===== config.mk =====
export PLATFORM = sky130hd
export DESIGN_NAME = vrs_queue
export DESIGN_NICKNAME = d
export VERILOG_FILES = /design/src/design/vrs_queue.sv
export SDC_FILE = /design/constraint.sdc
export NUM_CORES = 1
export LEC_CHECK = 0
export BUFFER_PORTS_ARGS = -buffer_cell sky130_fd_sc_hd__buf_2
export CAP_MARGIN = 5
export CORE_UTILIZATION = 50
export DETAILED_ROUTE_END_ITERATION = 10
export PLACE_DENSITY = 0.81
export SLEW_MARGIN = 20
export SYNTH_ARGS = -nofsm -noshare
export SYNTH_HDL_FRONTEND = slang
export SYNTH_SLANG_ARGS = --single-unit

===== constraint.sdc =====
create_clock -name clk_i -period 1.4 [get_ports clk_i]
set_clock_uncertainty 0.05 [all_clocks]
set_input_delay 0.21 -clock clk_i [delete_from_list [all_inputs] [get_ports clk_i]]
set_output_delay 0.21 -clock clk_i [all_outputs]
set_load 0.005 [all_outputs]

===== src/design/vrs_queue.sv =====
// ----------------------------------------------------------------------------
// vrs_queue
// Small flop-based FIFO carrying commands from the front to the back.
// ----------------------------------------------------------------------------
module vrs_queue #(
  parameter int WIDTH = 8,
  parameter int DEPTH = 4,
  localparam int PW = $clog2(DEPTH),
  localparam int NW = $clog2(DEPTH + 1)
) (
  input  logic             clk_i,
  input  logic             rst_ni,
  input  logic             push_i,
  input  logic [WIDTH-1:0] data_i,
  output logic             full_o,
  input  logic             pop_i,
  output logic [WIDTH-1:0] data_o,
  output logic             empty_o
);

  logic [WIDTH-1:0] slot_q [DEPTH];
  logic [PW-1:0]    wr_q, wr_d;
  logic [PW-1:0]    rd_q, rd_d;
  logic [NW-1:0]    num_q, num_d;

  always_comb begin
    wr_d  = wr_q;
    rd_d  = rd_q;
    num_d = num_q;
    if (push_i) begin
      wr_d = (wr_q == PW'(DEPTH - 1)) ? '0 : wr_q + PW'(1);
    end
    if (pop_i) begin
      rd_d = (rd_q == PW'(DEPTH - 1)) ? '0 : rd_q + PW'(1);
    end
    if (push_i && !pop_i) begin
      num_d = num_q + NW'(1);
    end else if (pop_i && !push_i) begin
      num_d = num_q - NW'(1);
    end
  end

  always_ff @(posedge clk_i or negedge rst_ni) begin
    if (!rst_ni) begin
      wr_q  <= '0;
      rd_q  <= '0;
      num_q <= '0;
    end else begin
      wr_q  <= wr_d;
      rd_q  <= rd_d;
      num_q <= num_d;
    end
  end

  always_ff @(posedge clk_i) begin
    if (push_i) begin
      slot_q[wr_q] <= data_i;
    end
  end

  assign data_o  = slot_q[rd_q];
  assign full_o  = (num_q == NW'(DEPTH));
  assign empty_o = (num_q == '0);

endmodule


==> impl_metrics.env <==
export IMPL_nets=139
export IMPL_place_congestion=0.664
export IMPL_num_rows=19
export IMPL_fmax_mhz=560
export IMPL_fp_coreArea_um2=2880
export IMPL_clock_latency_ps=330
export IMPL_ios=22
export IMPL_vias_per_cell=5.07
export IMPL_ir_drop_mv=0.976
export IMPL_dr_pass1_iters=7
export IMPL_syn_nets=98
export IMPL_rsz0062_at_grt="true"
export IMPL_final_hold_violation_count=0
export IMPL_synthMuxAreaShare_pct=13.6
export IMPL_path_buf_inv=2
export IMPL_stdcell_count=163
export IMPL_drv_slew=0
export IMPL_arrival_ps=1520
export IMPL_fin_tns_setup_ps=-3030
export IMPL_setup_viol=10
export IMPL_ys_warn_count=0
export IMPL_critPathTopFamily="multiplexers"
export IMPL_dp_cells=151
export IMPL_die_h_um=58.0
export IMPL_synth_area_per_cell_um2=19.9
export IMPL_grt_use_total_pct=17.8
export IMPL_io_buffers=21
export IMPL_htreeDepth=2
export IMPL_worst_setup_path_start_kind="flip-flop"
export IMPL_ys_ff_latch=39
export IMPL_wl_per_cell_um=16.2
export IMPL_slew_headroom_pct=70.9
export IMPL_hold_class="in -> reg"
export IMPL_syn_area_um2=1570
export IMPL_drtAntennaViolNets=0
export IMPL_drc=3
export IMPL_status="finished with violations"
export IMPL_cts_sinks=39
export IMPL_drt_wl_total_um=2640
export IMPL_dp_hpwl_um=1800
export IMPL_clk_path_buf_depth=2
export IMPL_first_iter_violations=24
export IMPL_clkTransAtPathRegs_ps=110
export IMPL_cellLeakagePower_nw=0.749
export IMPL_cts_buffers=5
export IMPL_grt_pass1_wl_um=4080
export IMPL_vias=827
export IMPL_grt_max_degree=12
export IMPL_violations="design-rule violations, negative setup slack"
export IMPL_synth_sequential_area_ratio_pct=72.4
export IMPL_synth_top_family_by_area="multiplexers"
export IMPL_worst_slew_pin_slew_ps=437
export IMPL_post_route_period_util_pct=127
export IMPL_critPathMaxStageDelay_ps=520
export IMPL_syn_inst=79
export IMPL_finalWorstSetupSlack_ps=-384
export IMPL_final_layout_size_suffix_gt1_share_pct=45.5
export IMPL_critPathSlowestCell="mux4_2"
export IMPL_cts_tree="done"
export IMPL_synth_compound_area_share_pct=0.637
export IMPL_cp_cell_sequence="buf_12 -> mux4_2 -> buf_6"
export IMPL_power_w=0.00353
export IMPL_synthSimpleGateAreaFrac_pct=3.43
export IMPL_utilization_pct=67.1
export IMPL_maxCapViolCount=0
export IMPL_critPathMaxFanout=9
export IMPL_finalCriticalPeriod_ps=1780
export IMPL_critPathKind="reg -> out"
export IMPL_synth_xor_area_share_pct=1.67
export IMPL_diodes=0
export IMPL_endpoint_kind="output pin"
export IMPL_cts_root_buf="clkbuf_4"
export IMPL_die_area_um2=3370
export IMPL_synth_cell_types=18
export IMPL_synthAdderAreaFrac_pct=6.06
export IMPL_powerDensity_nw_per_um2=1830
export IMPL_crit_required_ps=1140
export IMPL_grt_pass1_vias=881
export IMPL_area_growth_pct=22.9
export IMPL_die_x_um=58.0
export IMPL_start_util_pct=54.6
export IMPL_antenna_found_initial=0
export IMPL_hold_ws_ps=30.8
export IMPL_grt_ovfl_total=0
-- cells by family after synthesis --
kind of cell	after synthesis
compound gates	2
xor+xnor	3
fa+ha+maj	7
buf+inv	7
flops	39
mux	11
simple gates	10
-- sequential cells by signal, summed over array words and instances (netlist names) --
| signal | count |
|---|---|
| slot_q | 32 |
| rd_q | 2 |
| wr_q | 2 |
| num_q | 3 |
-- power breakdown --
group	total (W)	internal, W	switching [W]	leakage [nW]
clock	0.000528	0.000186	0.000341	0.0273
sequential	0.00173	0.00153	0.000199	0.376
combinational	0.00128	0.000769	0.000511	0.346
-- cells in the final DEF, fill, tap and decap left out --
cell type,n
buf_6,2
xor2_1,2
nor3b_2,1
mux4_2,8
nor2_1,2
dfrtp_2,1
dfrtp_1,6
dlygate4sd3_1,1
fa_2,1
clkbuf_1,1
ha_1,6
buf_12,2
xnor2_1,1
nor3_4,1
buf_2,20
mux2_2,3
clkbuf_4,5
nand3_1,1
and2_1,4
nand2_1,1
buf_4,11
o21ai_0,2
clkinv_1,2
edfxtp_1,32
inv_1,5
-- through the flow --
stage	worst slack, ps	area, um2
6_report	-384	1930
5_1_grt	-440	1930
4_1_cts	-407	1900
3_5_place_dp	-151	1820
3_3_place_gp	-38.8	1820
2_1_floorplan	53.4	1570
-- timing repair --
item | CTS | global route
hold endpoints to repair | 7 | 0
setup endpoints to repair | 11 | 12
pin swaps | 2 | 2
setup buffers | 1 | 2
resized for setup | 5 | 2
hold buffers | 1 | 0
-- worst paths after layout --
path                                       from                      to  slack (ps)  cells past startpoint
max in group asynchronous                rst_ni    num_q[1]$_DFFE_PN0P_         960                      2
min                                   data_i[7]  slot_q[2][7]$_DFFE_PP_          30                      1
max                         rd_q[0]$_DFFE_PN0P_               data_o[4]        -380                      3
max reg2reg                num_q[0]$_DFFE_PN0P_    num_q[2]$_DFFE_PN0P_         -20                      4
min in group asynchronous                rst_ni    num_q[1]$_DFFE_PN0P_         180                      2
min reg2reg                num_q[2]$_DFFE_PN0P_    num_q[2]$_DFFE_PN0P_         550                      1
-- cell usage after synthesis --
cell type   n  area [um2]
dfrtp_1     7         175
nand2_1     1        3.75
xnor2_1     1        8.76
buf_6       1        11.3
fa_1        1        20.0
xor2_1      2        17.5
mux4_2      8         180
mux2_2      3        33.8
nor2_1      2        7.51
nor3_1      1        5.00
nor3b_1     1        7.51
inv_1       5        18.8
ha_1        6        75.1
edfxtp_1   32         961
nand3_1     1        5.00
buf_2       1        5.00
and2_1      4        25.0
o21ai_0     2        10.0
-- layout make-up --
class,instances,area [um2]
inverters,5,18.8
repair buffers,36,255
multi-input cells,33,418
clock buffers,6,41.3
clock inverters,2,7.51
well taps,42,52.6
flip-flops and latches,39,1140
fillers,189,946
-- per-layer routing --
metal / wire [um] / up-vias / track usage (%)
li1: - / 382 / -
met1: 1140 / 419 / 20.1
met2: 1320 / 21 / 29.4
met3: 121 / 5 / 6.70
met4: 55 / 0 / 9.86
met5: 0 / - / 0
(Power assumes the default switching activity.)
