--- src/design/vrs_pkg.sv ---
// ----------------------------------------------------------------------------
// vrs_pkg
// Shared types for the variable record stack: result codes, state machine
// states and the control part of a front-to-back command.
// ----------------------------------------------------------------------------
package vrs_pkg;

  typedef enum logic [2:0] {
    ST_DONE     = 3'd0,
    ST_DATA     = 3'd1,
    ST_EMPTY    = 3'd2,
    ST_OVERFLOW = 3'd3,
    ST_TOO_LONG = 3'd4
  } status_e;

  typedef enum logic {
    FRONT_IDLE,
    FRONT_POP_RD
  } front_state_e;

  typedef enum logic {
    BACK_IDLE,
    BACK_RUN
  } back_state_e;

  // is_data: the command streams a record out of the byte store,
  // otherwise it is a single status result
  typedef struct packed {
    logic    is_data;
    status_e status;
  } cmd_ctl_t;

endpackage

--- src/design/vrs_ram.sv ---
// ----------------------------------------------------------------------------
// vrs_ram
// Generic single-write, single-read RAM with registered read data. The read
// register holds its value while re_i is low.
// ----------------------------------------------------------------------------
module vrs_ram #(
  parameter int WIDTH = 8,
  parameter int DEPTH = 64,
  localparam int AW = $clog2(DEPTH)
) (
  input  logic             clk_i,
  input  logic             we_i,
  input  logic [AW-1:0]    waddr_i,
  input  logic [WIDTH-1:0] wdata_i,
  input  logic             re_i,
  input  logic [AW-1:0]    raddr_i,
  output logic [WIDTH-1:0] rdata_o
);

  logic [WIDTH-1:0] mem_q [DEPTH];
  logic [WIDTH-1:0] rdata_q;

  always_ff @(posedge clk_i) begin
    if (we_i) begin
      mem_q[waddr_i] <= wdata_i;
    end
    if (re_i) begin
      rdata_q <= mem_q[raddr_i];
    end
  end

  assign rdata_o = rdata_q;

endmodule

--- src/design/vrs_front.sv ---
// ----------------------------------------------------------------------------
// vrs_front
// Accepts push bytes and pops, writes the byte store, keeps the record table
// and the stack counters, and issues commands to the back end.
// ----------------------------------------------------------------------------
module vrs_front
  import vrs_pkg::*;
#(
  parameter int MEM_BYTES        = 1024,
  parameter int MAX_RECORDS      = 64,
  parameter int MAX_RECORD_BYTES = 64,
  localparam int AW = $clog2(MEM_BYTES),
  localparam int FW = $clog2(MEM_BYTES + 1),
  localparam int RW = $clog2(MAX_RECORDS),
  localparam int CW = $clog2(MAX_RECORDS + 1),
  localparam int LW = $clog2(MAX_RECORD_BYTES + 2)
) (
  input  logic          clk_i,
  input  logic          rst_ni,
  input  logic          in_valid_i,
  output logic          in_ready_o,
  input  logic          action_i,
  input  logic [7:0]    data_byte_i,
  input  logic          final_byte_i,
  output logic          bs_we_o,
  output logic [AW-1:0] bs_waddr_o,
  output logic [7:0]    bs_wdata_o,
  output logic          cmd_push_o,
  input  logic          cmd_full_i,
  output cmd_ctl_t      cmd_ctl_o,
  output logic [AW-1:0] cmd_start_o,
  output logic [LW-1:0] cmd_len_o,
  output logic [CW-1:0] cmd_count_o,
  input  logic          pop_done_i
);

  front_state_e  state_q, state_d;
  logic [CW-1:0] count_q, count_d;
  logic [FW-1:0] fill_q, fill_d;
  logic [LW-1:0] pend_q, pend_d;
  logic          disc_q, disc_d;
  logic          busy_q, busy_d;

  logic          accept;
  logic          tbl_we, tbl_re;
  logic [RW-1:0] tbl_waddr, tbl_raddr;
  logic [AW+LW-1:0] tbl_wdata, tbl_rdata;

  logic          in_room;
  logic [FW:0]   byte_addr;
  logic          no_space;
  logic [LW-1:0] pend_new;
  logic          disc_new;
  logic          tbl_full;

  // pushes and pops both wait while a popped record is still being read,
  // since a new push would overwrite those bytes
  assign in_ready_o = (state_q == FRONT_IDLE) && !cmd_full_i && !busy_q;
  assign accept     = in_valid_i && in_ready_o;

  assign tbl_full  = (count_q >= CW'(MAX_RECORDS));
  assign in_room   = (pend_q < LW'(MAX_RECORD_BYTES));
  assign byte_addr = {1'b0, fill_q} + (FW + 1)'(pend_q);
  assign no_space  = tbl_full || (byte_addr >= (FW + 1)'(MEM_BYTES));
  assign pend_new  = in_room ? pend_q + LW'(1) : LW'(MAX_RECORD_BYTES + 1);
  assign disc_new  = disc_q || (in_room && no_space);

  always_comb begin
    state_d = state_q;
    case (state_q)
      FRONT_IDLE: begin
        if (accept && action_i && (count_q != '0)) begin
          state_d = FRONT_POP_RD;
        end
      end
      FRONT_POP_RD: begin
        state_d = FRONT_IDLE;
      end
      default: begin
        state_d = FRONT_IDLE;
      end
    endcase
  end

  always_comb begin
    count_d        = count_q;
    fill_d         = fill_q;
    pend_d         = pend_q;
    disc_d         = disc_q;
    busy_d         = pop_done_i ? 1'b0 : busy_q;
    bs_we_o        = 1'b0;
    bs_waddr_o     = byte_addr[AW-1:0];
    bs_wdata_o     = data_byte_i;
    tbl_we         = 1'b0;
    tbl_waddr      = count_q[RW-1:0];
    tbl_wdata      = {fill_q[AW-1:0], pend_new};
    tbl_re         = 1'b0;
    tbl_raddr      = RW'(count_q - CW'(1));
    cmd_push_o     = 1'b0;
    cmd_ctl_o      = '{is_data: 1'b0, status: ST_DONE};
    cmd_start_o    = tbl_rdata[AW+LW-1:LW];
    cmd_len_o      = tbl_rdata[LW-1:0];
    cmd_count_o    = count_q;
    case (state_q)
      FRONT_IDLE: begin
        if (accept && !action_i) begin
          bs_we_o = in_room && !no_space && !disc_q;
          pend_d  = pend_new;
          disc_d  = disc_new;
          if (final_byte_i) begin
            cmd_push_o = 1'b1;
            pend_d     = '0;
            disc_d     = 1'b0;
            if (pend_new > LW'(MAX_RECORD_BYTES)) begin
              cmd_ctl_o.status = ST_TOO_LONG;
            end else if (disc_new || tbl_full) begin
              cmd_ctl_o.status = ST_OVERFLOW;
            end else begin
              cmd_ctl_o.status = ST_DONE;
              tbl_we           = 1'b1;
              count_d          = count_q + CW'(1);
              cmd_count_o      = count_q + CW'(1);
              fill_d           = fill_q + FW'(pend_new);
            end
          end
        end else if (accept && action_i) begin
          // a pop abandons any partial record
          pend_d = '0;
          disc_d = 1'b0;
          if (count_q == '0) begin
            cmd_push_o       = 1'b1;
            cmd_ctl_o.status = ST_EMPTY;
          end else begin
            tbl_re = 1'b1;
          end
        end
      end
      FRONT_POP_RD: begin
        cmd_push_o  = 1'b1;
        cmd_ctl_o   = '{is_data: 1'b1, status: ST_DATA};
        cmd_count_o = count_q - CW'(1);
        count_d     = count_q - CW'(1);
        fill_d      = FW'(tbl_rdata[AW+LW-1:LW]);
        busy_d      = 1'b1;
      end
      default: begin
      end
    endcase
  end

  always_ff @(posedge clk_i or negedge rst_ni) begin
    if (!rst_ni) begin
      state_q <= FRONT_IDLE;
      count_q <= '0;
      fill_q  <= '0;
      pend_q  <= '0;
      disc_q  <= 1'b0;
      busy_q  <= 1'b0;
    end else begin
      state_q <= state_d;
      count_q <= count_d;
      fill_q  <= fill_d;
      pend_q  <= pend_d;
      disc_q  <= disc_d;
      busy_q  <= busy_d;
    end
  end

  // record table: start address and length of each committed record
  vrs_ram #(
    .WIDTH(AW + LW),
    .DEPTH(MAX_RECORDS)
  ) u_table (
    .clk_i  (clk_i),
    .we_i   (tbl_we),
    .waddr_i(tbl_waddr),
    .wdata_i(tbl_wdata),
    .re_i   (tbl_re),
    .raddr_i(tbl_raddr),
    .rdata_o(tbl_rdata)
  );

endmodule

--- config.mk ---
export PLATFORM = sky130hd
export DESIGN_NAME = vrs_front
export DESIGN_NICKNAME = d
export VERILOG_FILES = /design/src/design/vrs_pkg.sv /design/src/design/vrs_ram.sv /design/src/design/vrs_front.sv
export SDC_FILE = /design/constraint.sdc
export NUM_CORES = 1
export LEC_CHECK = 0
export ABC_AREA = 1
export ABC_CLOCK_PERIOD_IN_PS = 7600
export BUFFER_PORTS_ARGS = -buffer_cell sky130_fd_sc_hd__buf_4
export CORE_MARGIN = 3
export CORE_UTILIZATION = 48
export CTS_CLUSTER_DIAMETER = 120
export DETAILED_ROUTE_END_ITERATION = 10
export SYNTH_ARGS = -nofsm -noshare
export SYNTH_HDL_FRONTEND = slang
export SYNTH_SLANG_ARGS = --single-unit
export TNS_END_PERCENT = 50
--- constraint.sdc ---
create_clock -name clk_i -period 7.6 [get_ports clk_i]
set_clock_uncertainty 0.15 [all_clocks]
set_input_delay 1.52 -clock clk_i [delete_from_list [all_inputs] [get_ports clk_i]]
set_output_delay 1.52 -clock clk_i [all_outputs]
set_load 0.02 [all_outputs]
==> flow_summary.toml <==
[sta]
hold_violations = 0
fin_crit_ns = 5.81
unrepaired_setup_endpoints_after_global_routing = "no"
setup_violations = 0
timing.fmax_mhz = 172
timing.final.crit_share = 0.764
maxSlewHeadroom = 0.188
final_max_slew_viol_count = 0
worst-slew-pin-transition_ns = 1.22
final.setup.tns_ns = 0

[cts]
cts_repair_resize_count = 0
htree_num_levels = 3
clkLatencyLatePin_ns = 0.71
ctsRootBufferMaster = "sky130_fd_sc_hd__clkbuf_16"
cts-buffers-inserted = 113
tritoncts = "done"
clock_path_buffers = 3
number_of_sinks_driven_by_the_clock_tree = 1133
cts-hold-fix-buffers = 0
post_cts_buffers = 0
worst_setup_hold_path_clk_slew_ns = 0.06

[setup_path]
crit_required_ns = 5.93
worst_ep_arrival_time_ns = 4.14
worst_setup_path_start_kind = "flip-flop"
cp_max_fo = 132
timing.setup.critical_path_class = "reg -> out"
setup.worst_path.end_class = "output pin"

[power]
power.leakage_uw = 0.0165
final_total_power_uw = 23100
power.density_nw_per_um2 = 453
irDropWorstVdd_mv = 0.343

[logic_synthesis]
synthAdderAreaFrac = 0.00583
synth.most_common_cell = "sky130_fd_sc_hd__edfxtp_1"
yosys_warnings = 0
synth.largest_area_cell = "sky130_fd_sc_hd__edfxtp_1"
post_synthesis_cell_count = 3470
postSynthAreaPerCell_um2 = 13.1
synthFlopType = "sky130_fd_sc_hd__edfxtp_1"
share_of_async_settable_or_async_resettable_flops_after_synthesis = 0.0247
netlist_top_cells_area = "sky130_fd_sc_hd__edfxtp_1, sky130_fd_sc_hd__o21ai_0, sky130_fd_sc_hd__nor2_1, sky130_fd_sc_hd__o22ai_1, sky130_fd_sc_hd__o221ai_1"
synth.area.mux_share = 0
simple_gate_share_of_the_synthesized_area = 0.0847
ffs_latches_synth = 1133
synthDominantCellAreaShare = 0.730
synth_area_um2 = 45500
xor_xnor_cell_area_share_of_the_yosys_netlist = 0.00421
synthTopCellsByCount = "sky130_fd_sc_hd__edfxtp_1, sky130_fd_sc_hd__nor2_1, sky130_fd_sc_hd__o21ai_0"
share_of_the_synthesized_area_in_compound_gates_ao_oa_aoi_oai = 0.131
synth_cell_type_count = 43
synth_top_family_by_area = "compound AO/OA/AOI/OAI gates"
mappedNetlistNets = 3505
synth_edf_count = 1105
ys_seq_area_frac = 0.745

[floorplanning]
die_height_um = 314
ports = 64
floorplan.initialDensity = 0.486
die-area_um2 = 98500
fp.dieW_um = 314
fp.coreArea_um2 = 93600
placement_rows = 112

[final_layout]
post_route_cells_drive_above_1_share = 0.104
fillerInstances = 7670
multi_input_comb_area_um2 = 10400
design.final.nets = 3523
sequential_cell_area_um2 = 33900
syn2layout_area_growth_pct = 12.2

[job]
maxCapViolations = 0

[route]
first_iter_violations = 4214
wl_per_cell_um = 26.7
drt_wl_total_um = 129000
dr.pass1.iters = 6
viasPerCell = 6.18
vias = 29900
route.detailed.drc = 0
antenna_violating_nets_post_route = 0

[run_status]
outcome = "complete, no violations"

[grt]
grt_start_max_net_pins = 175
grt.overflow.total = 0
grt_antenna_before_repair = 1
grt_pass1_vias = 27900
grt_usage = 0.258
global_route_wire_length_before_repair_um = 189000

[placed_design]
port_buffers = 47
detailedPlacementHpwl_um = 70200
gpl.final_weighted_congestion = 0.844

[worst_hold_path]
min_path_type = "reg -> reg"
routing by layer:
metal  track usage  up-vias  share of wire
li1              -    13100              -
met2         0.383     1602           0.45
met4        0.0774        0          0.028
met1         0.392    15000           0.43
met3        0.0429      206          0.098
met5             0        -              0
registers in the layout (all words and copies together) (netlist names):
name / count
busy_q: 1
disc_q: 1
pend_q: 7
u_table.mem_q: 1088
state_q: 1
fill_q: 11
count_q: 7
u_table.rdata_o: 17
cells in the final DEF, fill, tap and decap left out, types with 2 or more instances in the layout:
cell	synthesis	final
sky130_fd_sc_hd__a21oi_1	14	14
sky130_fd_sc_hd__a31oi_1	2	2
sky130_fd_sc_hd__buf_12	0	4
sky130_fd_sc_hd__buf_4	17	149
sky130_fd_sc_hd__bufinv_16	0	16
sky130_fd_sc_hd__clkbuf_1	153	28
sky130_fd_sc_hd__clkbuf_16	0	114
sky130_fd_sc_hd__clkinv_1	4	24
sky130_fd_sc_hd__clkinv_16	0	2
sky130_fd_sc_hd__clkinv_2	1	18
sky130_fd_sc_hd__clkinv_4	0	2
sky130_fd_sc_hd__clkinvlp_4	0	2
sky130_fd_sc_hd__dfrtp_1	28	17
sky130_fd_sc_hd__dfrtp_2	0	10
sky130_fd_sc_hd__edfxtp_1	1105	1105
sky130_fd_sc_hd__fa_1	2	2
sky130_fd_sc_hd__ha_1	18	17
sky130_fd_sc_hd__inv_1	48	43
sky130_fd_sc_hd__inv_2	4	7
sky130_fd_sc_hd__inv_6	0	4
sky130_fd_sc_hd__nand2_1	111	111
sky130_fd_sc_hd__nand2_2	6	6
sky130_fd_sc_hd__nand3_1	94	94
sky130_fd_sc_hd__nand3_2	2	2
sky130_fd_sc_hd__nand3_4	2	2
sky130_fd_sc_hd__nand4_1	5	5
sky130_fd_sc_hd__nor2_1	709	705
sky130_fd_sc_hd__nor2_2	12	14
sky130_fd_sc_hd__nor2_4	1	3
sky130_fd_sc_hd__nor3_1	6	2
sky130_fd_sc_hd__nor3_2	0	4
sky130_fd_sc_hd__o211ai_1	43	43
sky130_fd_sc_hd__o21ai_0	631	630
sky130_fd_sc_hd__o21ai_1	19	19
sky130_fd_sc_hd__o221ai_1	103	103
sky130_fd_sc_hd__o22ai_1	218	218
sky130_fd_sc_hd__or2_2	2	2
sky130_fd_sc_hd__xnor2_1	9	9
sky130_fd_sc_hd__xor2_1	11	9
sky130_fd_sc_hd__xor2_4	0	3
worst paths after layout:
check | startpoint | end | slack [ns] | depth (start not counted)
hold reg to reg | busy_q | busy_q | 0.42 | 2
setup / recovery | count_q[0] | cmd_count_o[1] | 1.79 | 5
min in group asynchronous | rst_ni | busy_q | 0.59 | 1
setup reg to reg | count_q[0] | u_table.rdata_o[7] | 2.34 | 10
max in group asynchronous | rst_ni | count_q[0] | 6.34 | 1
hold / removal | busy_q | busy_q | 0.42 | 2
power breakdown:
part,internal [uW],switching [uW],total (uW)
logic,2490,7390,9880
clock network,3300,2360,5660
registers,7420,184,7600
worst max-delay path: stages, from the launching register on:
cell and delay [ns]:
sky130_fd_sc_hd__dfrtp_4 0.94, sky130_fd_sc_hd__inv_8 0.38, sky130_fd_sc_hd__ha_4 0.81, sky130_fd_sc_hd__inv_6 0.38
sky130_fd_sc_hd__o211ai_1 0.43, sky130_fd_sc_hd__buf_4 0.21
final cells by class:
cell class              instances  share of cell area
well taps                    1254              0.0307
clock inverters                65              0.0157
repair buffers                153              0.0235
inverters                      57             0.00451
multi-input cells            2030               0.204
flip-flops and latches       1133               0.664
clock buffers                 142              0.0579
diodes                          1           0.0000490
metrics by stage:
stage / instance area (um^2) / cells / hold WS [ns] / utilization / worst slack [ns]
6_report: 51000 / 4835 / 0.421 / 0.545 / 1.79
5_1_grt: 51000 / 4834 / 0.461 / 0.545 / 1.64
4_1_cts: 51000 / 4834 / 0.427 / 0.545 / 1.88
3_5_place_dp: 47300 / 4627 / 0.417 / 0.505 / 2.41
3_3_place_gp: 47300 / 4627 / 0.407 / 0.505 / 2.44
2_1_floorplan: 45500 / 3470 / 0.386 / - / 1.27
kinds of logic (layout without fill, tap and decap cells):
logic type	Yosys count	count (layout)
xor+xnor	21	21
flops	1133	1133
compound gates	1035	1035
fa+ha+maj	20	20
simple gates	954	954
other cells	0	1
buf+inv	307	417
Note: power is estimated with default switching activity, not from simulation.
