**src/design/vrs_pkg.sv**
```systemverilog
// ----------------------------------------------------------------------------
// vrs_pkg
// Shared types for the variable record stack: result codes, state machine
// states and the control part of a front-to-back command.
// ----------------------------------------------------------------------------
package vrs_pkg;

  typedef enum logic [2:0] {
    ST_DONE     = 3'd0,
    ST_DATA     = 3'd1,
    ST_EMPTY    = 3'd2,
    ST_OVERFLOW = 3'd3,
    ST_TOO_LONG = 3'd4
  } status_e;

  typedef enum logic {
    FRONT_IDLE,
    FRONT_POP_RD
  } front_state_e;

  typedef enum logic {
    BACK_IDLE,
    BACK_RUN
  } back_state_e;

  // is_data: the command streams a record out of the byte store,
  // otherwise it is a single status result
  typedef struct packed {
    logic    is_data;
    status_e status;
  } cmd_ctl_t;

endpackage

```
**src/design/vrs_back.sv**
```systemverilog
// ----------------------------------------------------------------------------
// vrs_back
// Executes commands: sends status results, or streams a popped record from
// the byte store one byte per cycle. The store's read register doubles as
// the output byte register, so a stall simply holds the read.
// ----------------------------------------------------------------------------
module vrs_back
  import vrs_pkg::*;
#(
  parameter int MEM_BYTES        = 1024,
  parameter int MAX_RECORDS      = 64,
  parameter int MAX_RECORD_BYTES = 64,
  localparam int AW = $clog2(MEM_BYTES),
  localparam int CW = $clog2(MAX_RECORDS + 1),
  localparam int LW = $clog2(MAX_RECORD_BYTES + 2)
) (
  input  logic          clk_i,
  input  logic          rst_ni,
  input  logic          cmd_empty_i,
  output logic          cmd_pop_o,
  input  cmd_ctl_t      cmd_ctl_i,
  input  logic [AW-1:0] cmd_start_i,
  input  logic [LW-1:0] cmd_len_i,
  input  logic [CW-1:0] cmd_count_i,
  output logic          bs_re_o,
  output logic [AW-1:0] bs_raddr_o,
  input  logic [7:0]    bs_rdata_i,
  output logic          out_valid_o,
  input  logic          out_ready_i,
  output logic [7:0]    out_byte_o,
  output logic          out_last_o,
  output status_e       out_status_o,
  output logic [CW-1:0] out_count_o,
  output logic          pop_done_o
);

  back_state_e   state_q, state_d;
  logic          valid_q, valid_d;
  logic          last_q, last_d;
  logic          is_data_q, is_data_d;
  status_e       status_q, status_d;
  logic [CW-1:0] count_q, count_d;
  logic [AW-1:0] addr_q, addr_d;
  logic [LW-1:0] rem_q, rem_d;
  logic          adv;

  assign adv = !valid_q || out_ready_i;

  always_comb begin
    state_d = state_q;
    case (state_q)
      BACK_IDLE: begin
        if (adv && !cmd_empty_i && cmd_ctl_i.is_data && (cmd_len_i != LW'(1))) begin
          state_d = BACK_RUN;
        end
      end
      BACK_RUN: begin
        if (adv && (rem_q == LW'(1))) begin
          state_d = BACK_IDLE;
        end
      end
      default: begin
        state_d = BACK_IDLE;
      end
    endcase
  end

  always_comb begin
    valid_d    = valid_q;
    last_d     = last_q;
    is_data_d  = is_data_q;
    status_d   = status_q;
    count_d    = count_q;
    addr_d     = addr_q;
    rem_d      = rem_q;
    cmd_pop_o  = 1'b0;
    bs_re_o    = 1'b0;
    bs_raddr_o = addr_q;
    pop_done_o = 1'b0;
    case (state_q)
      BACK_IDLE: begin
        if (adv) begin
          valid_d = !cmd_empty_i;
          if (!cmd_empty_i) begin
            cmd_pop_o = 1'b1;
            status_d  = cmd_ctl_i.status;
            is_data_d = cmd_ctl_i.is_data;
            count_d   = cmd_count_i;
            last_d    = 1'b1;
            if (cmd_ctl_i.is_data) begin
              bs_re_o    = 1'b1;
              bs_raddr_o = cmd_start_i;
              last_d     = (cmd_len_i == LW'(1));
              pop_done_o = (cmd_len_i == LW'(1));
              addr_d     = cmd_start_i + AW'(1);
              rem_d      = cmd_len_i - LW'(1);
            end
          end
        end
      end
      BACK_RUN: begin
        if (adv) begin
          bs_re_o    = 1'b1;
          valid_d    = 1'b1;
          last_d     = (rem_q == LW'(1));
          pop_done_o = (rem_q == LW'(1));
          addr_d     = addr_q + AW'(1);
          rem_d      = rem_q - LW'(1);
        end
      end
      default: begin
      end
    endcase
  end

  always_ff @(posedge clk_i or negedge rst_ni) begin
    if (!rst_ni) begin
      state_q   <= BACK_IDLE;
      valid_q   <= 1'b0;
      last_q    <= 1'b0;
      is_data_q <= 1'b0;
      status_q  <= ST_DONE;
      count_q   <= '0;
      addr_q    <= '0;
      rem_q     <= '0;
    end else begin
      state_q   <= state_d;
      valid_q   <= valid_d;
      last_q    <= last_d;
      is_data_q <= is_data_d;
      status_q  <= status_d;
      count_q   <= count_d;
      addr_q    <= addr_d;
      rem_q     <= rem_d;
    end
  end

  assign out_valid_o  = valid_q;
  assign out_byte_o   = is_data_q ? bs_rdata_i : 8'd0;
  assign out_last_o   = last_q;
  assign out_status_o = status_q;
  assign out_count_o  = count_q;

endmodule

```
**config.mk**
```make
export PLATFORM = sky130hd
export DESIGN_NAME = vrs_back
export DESIGN_NICKNAME = d
export VERILOG_FILES = /design/src/design/vrs_pkg.sv /design/src/design/vrs_back.sv
export SDC_FILE = /design/constraint.sdc
export NUM_CORES = 1
export LEC_CHECK = 0
export BUFFER_PORTS_ARGS = -buffer_cell sky130_fd_sc_hd__buf_4
export CAP_MARGIN = 20
export CORE_AREA = 2 2 65 67
export CTS_CLUSTER_DIAMETER = 100
export DETAILED_ROUTE_END_ITERATION = 16
export DIE_AREA = 0 0 67 69
export PLACE_DENSITY = 0.89
export SYNTH_ARGS = -nofsm -noshare
export SYNTH_HDL_FRONTEND = slang
export SYNTH_SLANG_ARGS = --single-unit
```
**constraint.sdc**
```tcl
create_clock -name clk_i -period 5 [get_ports clk_i]
set_input_delay 0.25 -clock clk_i [delete_from_list [all_inputs] [get_ports clk_i]]
set_output_delay 0.25 -clock clk_i [all_outputs]
set_load 0.05 [all_outputs]
```
==> results.sh, run 1 <==
export IMPL_power_share_combinational_pct=61.9
export IMPL_synthFlopType="dfrtp_1"
export IMPL_switching_share_pct=51.1
export IMPL_placed_cells=340
export IMPL_cts_htree_levels=2
export IMPL_crit_arrival_ns=2.77
export IMPL_cts_made_buffers=5
export IMPL_synth_cell_types=43
export IMPL_clock_fmax_ghz=0.331
export IMPL_port_buffers=72
export IMPL_core_area_um2=3910
export IMPL_dr_pass1_iters=4
export IMPL_grt_setup_unrepaired="no"
export IMPL_synth_top_area_share_pct=38.1
export IMPL_fin_cells=349
export IMPL_grt_pass1_wl_um=7990
export IMPL_hpwl_um=3720
export IMPL_async_flop_share_pct=100
export IMPL_clockPowerShare_pct=10.8
export IMPL_vias=1885
export IMPL_ant_nets=0
export IMPL_relSlewSlack_pct=34.5
export IMPL_clk_pin_slew_ns=0.06
export IMPL_synthTopCellsByArea="dfrtp_1, nand2_1, mux2_4"
export IMPL_syn_inst=227
export IMPL_cp_end_kind="output port"
export IMPL_clock_path_buffers=2
export IMPL_die_area_um2=4620
export IMPL_wirelength_um=5020
export IMPL_p_leak_nw=1.35
export IMPL_grt_remaining_overflow=0
export IMPL_required_ns=4.75
export IMPL_place_gp_congestion=0.829
export IMPL_ioPinCount=73
export IMPL_num_rows=23
export IMPL_yosys_register_bits=31
export IMPL_status="complete, no violations"
export IMPL_hold_path_endpoint="out_count_o[1]"
export IMPL_drt_iter0_drc=152
export IMPL_hold_viol_final=0
export IMPL_hold_buffers=1
export IMPL_clk_latency_ns=0.29
export IMPL_yosysSeqAreaShare_pct=38.1
export IMPL_cts_resized_gates=0
export IMPL_path_max_fanout=20
export IMPL_yosysTopAreaCell="dfrtp_1"
export IMPL_timing_rr_end="addr_q[9]"
export IMPL_syn_num_nets=272
export IMPL_grtUsageTotal_pct=22.1
export IMPL_p_sw_mw=0.898
export IMPL_avgSynthCellArea_um2=8.98
export IMPL_hp_start="cmd_count_i[1]"
export IMPL_num_nets_final=343
export IMPL_setup_tns_ns=0
export IMPL_period_minus_slack_ns=3.02
export IMPL_startpoint_type="flop"
export IMPL_cts_setup_buffers=0
export IMPL_critPathKind="reg2out"
export IMPL_diodes=0
export IMPL_fin_crit_sh_pct=60.3
export IMPL_maxCapViolations=0
export IMPL_grt_max_degree=33
export IMPL_die_x_um=67
export IMPL_max_vdd_ir_drop_uv=382
export IMPL_syn_to_final_growth_pct=31.6
export IMPL_finalMaxSlewViolations=0
export IMPL_hold_path_class="in2reg"
export IMPL_drive_above_1_share_pct=34.8
export IMPL_clock_skew_ns=0.00859
export IMPL_hold_depth=3
export IMPL_power_total_mw=1.76
export IMPL_seqPwrFrac_pct=27.2
export IMPL_drt_wirelength_per_cell_um=14.4
export IMPL_r2r_start="out_valid_o"
export IMPL_worst_pin_slew_ns=0.980
export IMPL_cts_tree="yes"
export IMPL_die_h_um=69
export IMPL_cts_sinks=31
export IMPL_synth_warnings=0
export IMPL_ff2ff_path_depth=5
export IMPL_synth_cell_area_um2=2040
export IMPL_via_per_inst=5.40
export IMPL_internal_power_mw=0.860
export IMPL_rrSetupSlack_ns=2.63
export IMPL_antenna_found_initial=0
export IMPL_grt_pass1_vias=1775
export IMPL_setup_viol_count_final=0
export IMPL_clockRootBuffer="clkbuf_8"
export IMPL_synth_edff_count=0
export IMPL_initial_utilization_pct=52.1
export IMPL_drc=0
export IMPL_p_per_area_nw_per_um2=656
==> how the worst max path moves through the flow <==
stage,from,end,slack [ns]
6_report,out_valid_o,bs_raddr_o[9],1.98
5_1_grt,out_valid_o,bs_raddr_o[7],1.80
4_1_cts,out_valid_o,bs_raddr_o[9],1.97
3_5_place_dp,out_valid_o,bs_raddr_o[9],2.30
3_3_place_gp,out_ready_i,bs_raddr_o[2],2.40
2_1_floorplan,rem_q[3],pop_done_o,2.91
==> cells in the final DEF, fill, tap and decap left out, types with 4 or more instances in the layout <==
master,instances
inv_1,4
o21ai_0,13
mux2_4,11
buf_4,73
nor2_1,4
dfrtp_1,31
o21ai_1,4
and2_1,8
ha_1,5
mux2i_1,4
clkbuf_8,5
xor2_1,7
o22ai_1,6
a21oi_1,12
nand2_1,52
xnor2_1,4
nand3_1,12
==> power by group through the flow <==
stage               Combinational, mW  Clock (mW)  Sequential [mW]
finish                           1.09       0.190            0.479
global route                     1.17       0.203            0.496
global placement                 1.06           0            0.472
detailed placement               1.09           0            0.481
floorplan                       0.683           0            0.603
CTS                              1.09       0.193            0.476
==> per-layer routing <==
metal | GRT usage, % | part of all wire, %
met1 | 27.2 | 42
met2 | 38.0 | 52
met3 | 3.59 | 4.2
met4 | 8.39 | 1.8
met5 | 0 | 0
==> cell type report <==
cell class | instances | area, µm²
timing repair buffer | 74 | 558
inverter | 7 | 26.3
tap | 50 | 62.6
clock buffer | 7 | 76.3
sequential | 31 | 776
multi-input combinational | 179 | 1180
fill | 336 | 1230
clock inverter | 1 | 5.00
==> through the flow <==
step           setup slack, ns  hold WS [ns]  util [%]  area (µm²)
2_1_floorplan             2.91       -0.0456         -        2040
6_report                  1.98         0.159      68.5        2680
5_1_grt                   1.80         0.178      68.5        2680
3_5_place_dp              2.30         0.207      66.2        2590
4_1_cts                   1.97         0.157      68.5        2680
3_3_place_gp              2.40         0.208      66.2        2590
==> synthesized netlist by cell type (3+ instances only) <==
library cell and number:
buf_2 5, inv_1 4, a21oi_1 12, nor2_1 4, nand2_1 52, dfrtp_1 31
mux2_4 11, nand4_1 3, xor2_1 7, ha_1 5, inv_2 3, o22ai_1 6
xnor2_1 4, clkbuf_1 3, and2_1 8, mux2_2 3, nand3_1 12, o21ai_0 13
mux2i_1 4, o21ai_1 4
==> critical path, cell delays in order (launching register included) <==
cell and delay, ns:
dfrtp_1 0.38, nand2b_1 0.20, nand2_1 0.31, inv_2 0.28
nand2_1 0.60, mux2_4 0.52, buf_4 0.19
==> flip-flops by register name (all words and copies together), names as in the netlist <==
signal	cells
rem_q	7
out_count_o	7
out_last_o	1
out_status_o	3
addr_q	10
state_q	1
out_valid_o	1
is_data_q	1
==> kinds of logic (layout without fill, tap and decap cells) <==
| group | Yosys count | count (layout) | share of synthesized area (%) |
|---|---|---|---|
| mux | 18 | 18 | 11.7 |
| compound gates | 47 | 47 | 14.2 |
| buf+inv | 17 | 89 | 4.17 |
| flops | 31 | 31 | 38.1 |
| simple gates | 98 | 98 | 24.1 |
| fa+ha+maj | 5 | 5 | 3.07 |
| xor+xnor | 11 | 11 | 4.73 |
(Power assumes the default switching activity.)
==> inputs of run 2 (changes only) <==
--- a/config.mk
+++ b/config.mk
@@ -7,11 +7,11 @@
 export LEC_CHECK = 0
 export BUFFER_PORTS_ARGS = -buffer_cell sky130_fd_sc_hd__buf_4
 export CAP_MARGIN = 20
-export CORE_AREA = 2 2 65 67
+export CORE_AREA = 2 2 71 73
 export CTS_CLUSTER_DIAMETER = 100
 export DETAILED_ROUTE_END_ITERATION = 16
-export DIE_AREA = 0 0 67 69
-export PLACE_DENSITY = 0.89
+export DIE_AREA = 0 0 73 75
+export PLACE_DENSITY = 0.8
 export SYNTH_ARGS = -nofsm -noshare
 export SYNTH_HDL_FRONTEND = slang
 export SYNTH_SLANG_ARGS = --single-unit
==> constraint.sdc (replaced) <==
create_clock -name clk_i -period 2.7 [get_ports clk_i]
set_input_delay 0.135 -clock clk_i [delete_from_list [all_inputs] [get_ports clk_i]]
set_output_delay 0.135 -clock clk_i [all_outputs]
set_load 0.05 [all_outputs]
==> run 2 against run 1 <==
Against the previous run:
- global-route usage shrank 3.5 points
- sequential cell count did not move
- register-to-register slack worse by 2.0 ns
- critical path type unchanged
- power increased by 88%
- sequential power grew 89%
- setup slack got worse by 1.7 ns
- highest routed layer unchanged
- combinational power grew 83%
- cell count grew 2.3%
- critical endpoint unchanged
- final area grew 2.0%
- routed wire length is 4.2% lower
- largest cell class unchanged
- clock skew increased by 0.0014 ns
- first-iteration DRC count down 23%
==> results.sh, run 2 (same netlist as run 1, synthesis figures left out) <==
export IMPL_worst_hold_slack_ns=0.0432
export IMPL_max_vdd_ir_drop_uv=636
export IMPL_p_leak_nw=1.38
export IMPL_wirelength_um=4810
export IMPL_worst_pin_slew_ns=0.530
export IMPL_dr_pass1_iters=4
export IMPL_crit_path_max_incr_delay_ns=0.64
export IMPL_fin_crit_sh_pct=88.7
export IMPL_clock_fmax_ghz=0.417
export IMPL_drive_above_1_share_pct=36.0
export IMPL_largest_reg_flops=10
export IMPL_clockRootBuffer="clkbuf_8"
export IMPL_p_per_area_nw_per_um2=1210
export IMPL_setup_tns_ns=0
export IMPL_ff2ff_path_depth=6
export IMPL_die_x_um=73
export IMPL_finalMaxSlewViolations=0
export IMPL_hold_depth=3
export IMPL_clock_path_buffers=2
export IMPL_path_delay_family="flip-flops"
export IMPL_num_nets_final=347
export IMPL_status="complete, no violations"
export IMPL_place_gp_congestion=0.827
export IMPL_maxCapViolations=0
export IMPL_hold_path_class="in2reg"
export IMPL_drt_iter0_drc=117
export IMPL_rrSetupSlack_ns=0.65
export IMPL_via_per_inst=5.28
export IMPL_grtUsageTotal_pct=18.6
export IMPL_relSlewSlack_pct=64.4
export IMPL_vias=1885
export IMPL_grt_setup_unrepaired="no"
export IMPL_ant_nets=0
export IMPL_grt_remaining_overflow=0
export IMPL_cts_made_buffers=5
export IMPL_layout_common_cells="buf_4, nand2_1, dfrtp_1, o21ai_0"
export IMPL_cts_resized_gates=0
export IMPL_die_area_um2=5480
export IMPL_num_rows=25
export IMPL_worst_path_buf_inv=3
export IMPL_period_minus_slack_ns=2.40
export IMPL_setup_viol_count_final=0
export IMPL_hpwl_um=3650
export IMPL_syn_to_final_growth_pct=34.2
export IMPL_cp_num_cells=7
export IMPL_grt_pass1_wl_um=7920
export IMPL_slowest_stage="dfrtp_1"
export IMPL_cts_htree_levels=2
export IMPL_diodes=0
export IMPL_largest_register="addr_q"
export IMPL_cp_end_kind="output port"
export IMPL_clk_latency_ns=0.29
export IMPL_die_h_um=75
export IMPL_hold_buffers=1
export IMPL_antenna_found_initial=0
export IMPL_initial_utilization_pct=43.7
export IMPL_ioPinCount=73
export IMPL_drc=0
export IMPL_critPathKind="reg2out"
export IMPL_crit_arrival_ns=2.26
export IMPL_drt_wirelength_per_cell_um=13.5
export IMPL_required_ns=2.57
export IMPL_cts_tree="yes"
export IMPL_startpoint_type="flop"
export IMPL_final_common_cell="buf_4"
export IMPL_port_buffers=72
export IMPL_path_max_fanout=14
export IMPL_hold_viol_final=0
export IMPL_path_cells="nor2_1 > nand2_1 > inv_2 > nand2_1 > buf_4 > mux2_4 > buf_4"
export IMPL_grt_max_degree=32
export IMPL_clock_skew_ns=0.00999
export IMPL_cts_sinks=31
export IMPL_grt_pass1_vias=1777
export IMPL_cts_setup_buffers=0
export IMPL_clk_pin_slew_ns=0.07
export IMPL_n_fill_cell=403
export IMPL_core_area_um2=4660
run 2: cell types whose count changed in the layout (fill, tap and decap cells not counted):
cell,change
buf_4,+4
clkbuf_8,+2
clkinv_2,-1
clkbuf_1,-1
run 2: final timing paths:
path	startpoint	endpoint
setup / recovery	state_q	bs_raddr_o[9]
hold / removal	cmd_count_i[0]	out_count_o[0]
setup reg to reg	state_q	addr_q[4]
hold reg to reg	out_status_o[0]	out_status_o[0]
max in group asynchronous	rst_ni	addr_q[0]
min in group asynchronous	rst_ni	out_status_o[1]
run 2: metrics by stage:
step | area, µm² | util, % | total power [mW] | cells | setup slack [ns]
2_1_floorplan | 2040 | - | 2.38 | 227 | 0.643
3_3_place_gp | 2630 | 56.3 | 2.86 | 348 | 0.631
3_5_place_dp | 2630 | 56.3 | 2.91 | 348 | 0.578
4_1_cts | 2740 | 58.7 | 3.33 | 357 | 0.266
5_1_grt | 2740 | 58.7 | 3.52 | 357 | 0.154
6_report | 2740 | 58.7 | 3.30 | 357 | 0.304
run 2: layout make-up:
type	count	area [µm²]	area share, %
inverter	7	26.3	0.961
sequential	31	776	28.4
multi-input combinational	179	1180	43.0
timing repair buffer	78	588	21.5
tap	54	67.6	2.47
clock buffer	8	100	3.66
run 2: report_power, final:
| part | switching (mW) | total [mW] | internal [mW] |
|---|---|---|---|
| clock | 0.170 | 0.403 | 0.232 |
| combinational | 1.25 | 1.99 | 0.741 |
| sequential | 0.226 | 0.907 | 0.682 |
| total | 1.64 | 3.30 | 1.66 |
run 2: metal layers:
metal	routed length (µm)	track usage (%)	share of wire, %
met2	2420	31.0	50
met4	100	8.64	2.1
met5	0	0	0
met3	195	3.21	4.1
met1	2090	23.6	43
run 2: worst reg2reg max path, stage by stage (launching register included):
cell	delay, ns
dfrtp_1	0.64
mux2_2	0.40
ha_1	0.24
nor2b_2	0.20
a211oi_1	0.24
a21oi_1	0.06
o22a_1	0.18
==> inputs of run 3 (changes only) <==
--- a/config.mk
+++ b/config.mk
@@ -7,11 +7,11 @@
 export LEC_CHECK = 0
 export BUFFER_PORTS_ARGS = -buffer_cell sky130_fd_sc_hd__buf_4
 export CAP_MARGIN = 20
-export CORE_AREA = 2 2 71 73
+export CORE_AREA = 2 2 80 82
 export CTS_CLUSTER_DIAMETER = 100
 export DETAILED_ROUTE_END_ITERATION = 16
-export DIE_AREA = 0 0 73 75
-export PLACE_DENSITY = 0.8
+export DIE_AREA = 0 0 82 84
+export PLACE_DENSITY = 0.66
 export SYNTH_ARGS = -nofsm -noshare
 export SYNTH_HDL_FRONTEND = slang
 export SYNTH_SLANG_ARGS = --single-unit
==> run 3 against run 2 <==
Against the previous run:
- combinational power hardly changed
- non-clock buffer count is 1 lower
- routed wire length is 6.6% higher
- setup slack better by 0.069 ns
- core utilization is 13 points lower
- final area is 1.4% higher
- critical path type unchanged
==> results.sh, run 3 (same netlist as run 1, synthesis figures left out) <==
export IMPL_status="complete, no violations"
export IMPL_drc=0
export IMPL_timing_rr_end="addr_q[4]"
export IMPL_final_core_util_pct=45.5
export IMPL_path_max_fanout=19
export IMPL_hold_viol_final=0
export IMPL_setup_tns_ns=0
export IMPL_clk_pin_slew_ns=0.07
export IMPL_maxCapViolations=0
export IMPL_rrSetupSlack_ns=0.61
export IMPL_drt_iter0_drc=57
export IMPL_grt_pass1_vias=1692
export IMPL_dr_pass1_iters=4
export IMPL_hpwl_um=3800
export IMPL_place_gp_congestion=0.786
export IMPL_largest_register="addr_q"
export IMPL_max_vdd_ir_drop_uv=442
export IMPL_cts_htree_levels=2
export IMPL_final_area_um2=2770
export IMPL_r2r_start="state_q"
export IMPL_power_total_mw=3.38
export IMPL_grtUsageTotal_pct=15.4
export IMPL_worst_hold_slack_ns=0.0380
export IMPL_clockRootBuffer="clkbuf_8"
export IMPL_vias=1846
export IMPL_clk_latency_ns=0.28
export IMPL_crit_arrival_ns=2.19
export IMPL_ff2ff_path_depth=6
export IMPL_cts_tree="yes"
export IMPL_cp_end_kind="output port"
export IMPL_p_leak_nw=1.38
export IMPL_finalMaxSlewViolations=0
export IMPL_hold_path_class="in2reg"
export IMPL_hold_buffers=1
export IMPL_p_per_area_nw_per_um2=1220
export IMPL_setup_viol_count_final=0
export IMPL_clock_skew_ns=0.00452
export IMPL_antenna_found_initial=0
export IMPL_fin_crit_sh_pct=86.2
export IMPL_wirelength_um=5120
export IMPL_clock_path_buffers=2
export IMPL_hp_start="cmd_count_i[5]"
export IMPL_diodes=0
export IMPL_die_x_um=82
export IMPL_placed_area_um2=2650
export IMPL_via_per_inst=4.87
export IMPL_final_common_cell="buf_4"
export IMPL_startpoint_type="flop"
export IMPL_die_area_um2=6890
export IMPL_cts_setup_buffers=0
export IMPL_critPathKind="reg2out"
export IMPL_required_ns=2.57
export IMPL_worst_pin_slew_ns=0.519
export IMPL_clock_fmax_ghz=0.430
export IMPL_cts_made_buffers=5
export IMPL_ant_nets=0
export IMPL_drive_above_1_share_pct=36.1
export IMPL_n_fill_cell=624
export IMPL_grt_remaining_overflow=0
export IMPL_layout_common_cells="buf_4, nand2_1, dfrtp_1, o21ai_0"
export IMPL_initial_utilization_pct=33.4
export IMPL_port_buffers=72
export IMPL_grt_setup_unrepaired="no"
export IMPL_period_minus_slack_ns=2.33
export IMPL_num_rows=29
export IMPL_cts_resized_gates=0
export IMPL_syn_to_final_growth_pct=36.1
export IMPL_grt_pass1_wl_um=8290
export IMPL_largest_reg_flops=10
export IMPL_drt_wirelength_per_cell_um=13.5
export IMPL_hold_path_endpoint="out_count_o[5]"
export IMPL_die_h_um=84
export IMPL_cts_sinks=31
export IMPL_core_area_um2=6100
export IMPL_relSlewSlack_pct=65.1
export IMPL_grt_max_degree=32
export IMPL_num_nets_final=346
export IMPL_hold_depth=3
export IMPL_ioPinCount=73
-- run 3: how the worst max path moves through the flow --
stage             from            end  slack, ns  depth (start not counted)
3_5_place_dp   state_q      addr_q[4]       0.61                          6
6_report       state_q  bs_raddr_o[0]       0.37                          7
5_1_grt        state_q  bs_raddr_o[2]       0.24                          7
3_3_place_gp   state_q      addr_q[4]       0.67                          6
2_1_floorplan  state_q      addr_q[4]       0.64                          8
4_1_cts        state_q  bs_raddr_o[0]       0.37                          7
-- run 3: per-stage QoR --
stage	cells	setup WS (ns)
after floorplan	227	0.643
after global placement	370	0.670
after detailed placement	370	0.609
after CTS	379	0.367
after global routing	379	0.240
final	379	0.373
-- run 3: layer usage --
metal	vias up	wire length [µm]	GRT usage, %
met3	9	267	2.81
met1	835	2280	20.4
met2	57	2500	24.9
li1	945	-	-
met4	0	82	5.45
met5	-	0	0
-- run 3: power by group --
part | leakage, nW | switching [mW] | internal (mW)
clock | 0.0612 | 0.185 | 0.299
sequential | 0.375 | 0.224 | 0.681
combinational | 0.947 | 1.25 | 0.740
total | 1.38 | 1.66 | 1.72
-- run 3: layout make-up --
cell class                 count  area, µm²  area share, %
inverter                       7       26.3          0.947
tap                           77       96.3           3.47
clock buffer                   6       82.6           2.98
timing repair buffer          77        581           20.9
multi-input combinational    179       1180           42.4
clock inverter                 2       35.0           1.26
sequential                    31        776           28.0
-- run 3: critical path, cell delays in order, from the launching register on --
cell	delay, ns
dfrtp_1	0.65
nor2_1	0.10
nand2_1	0.11
inv_2	0.11
nand2_1	0.10
buf_4	0.30
mux2_4	0.33
buf_4	0.19
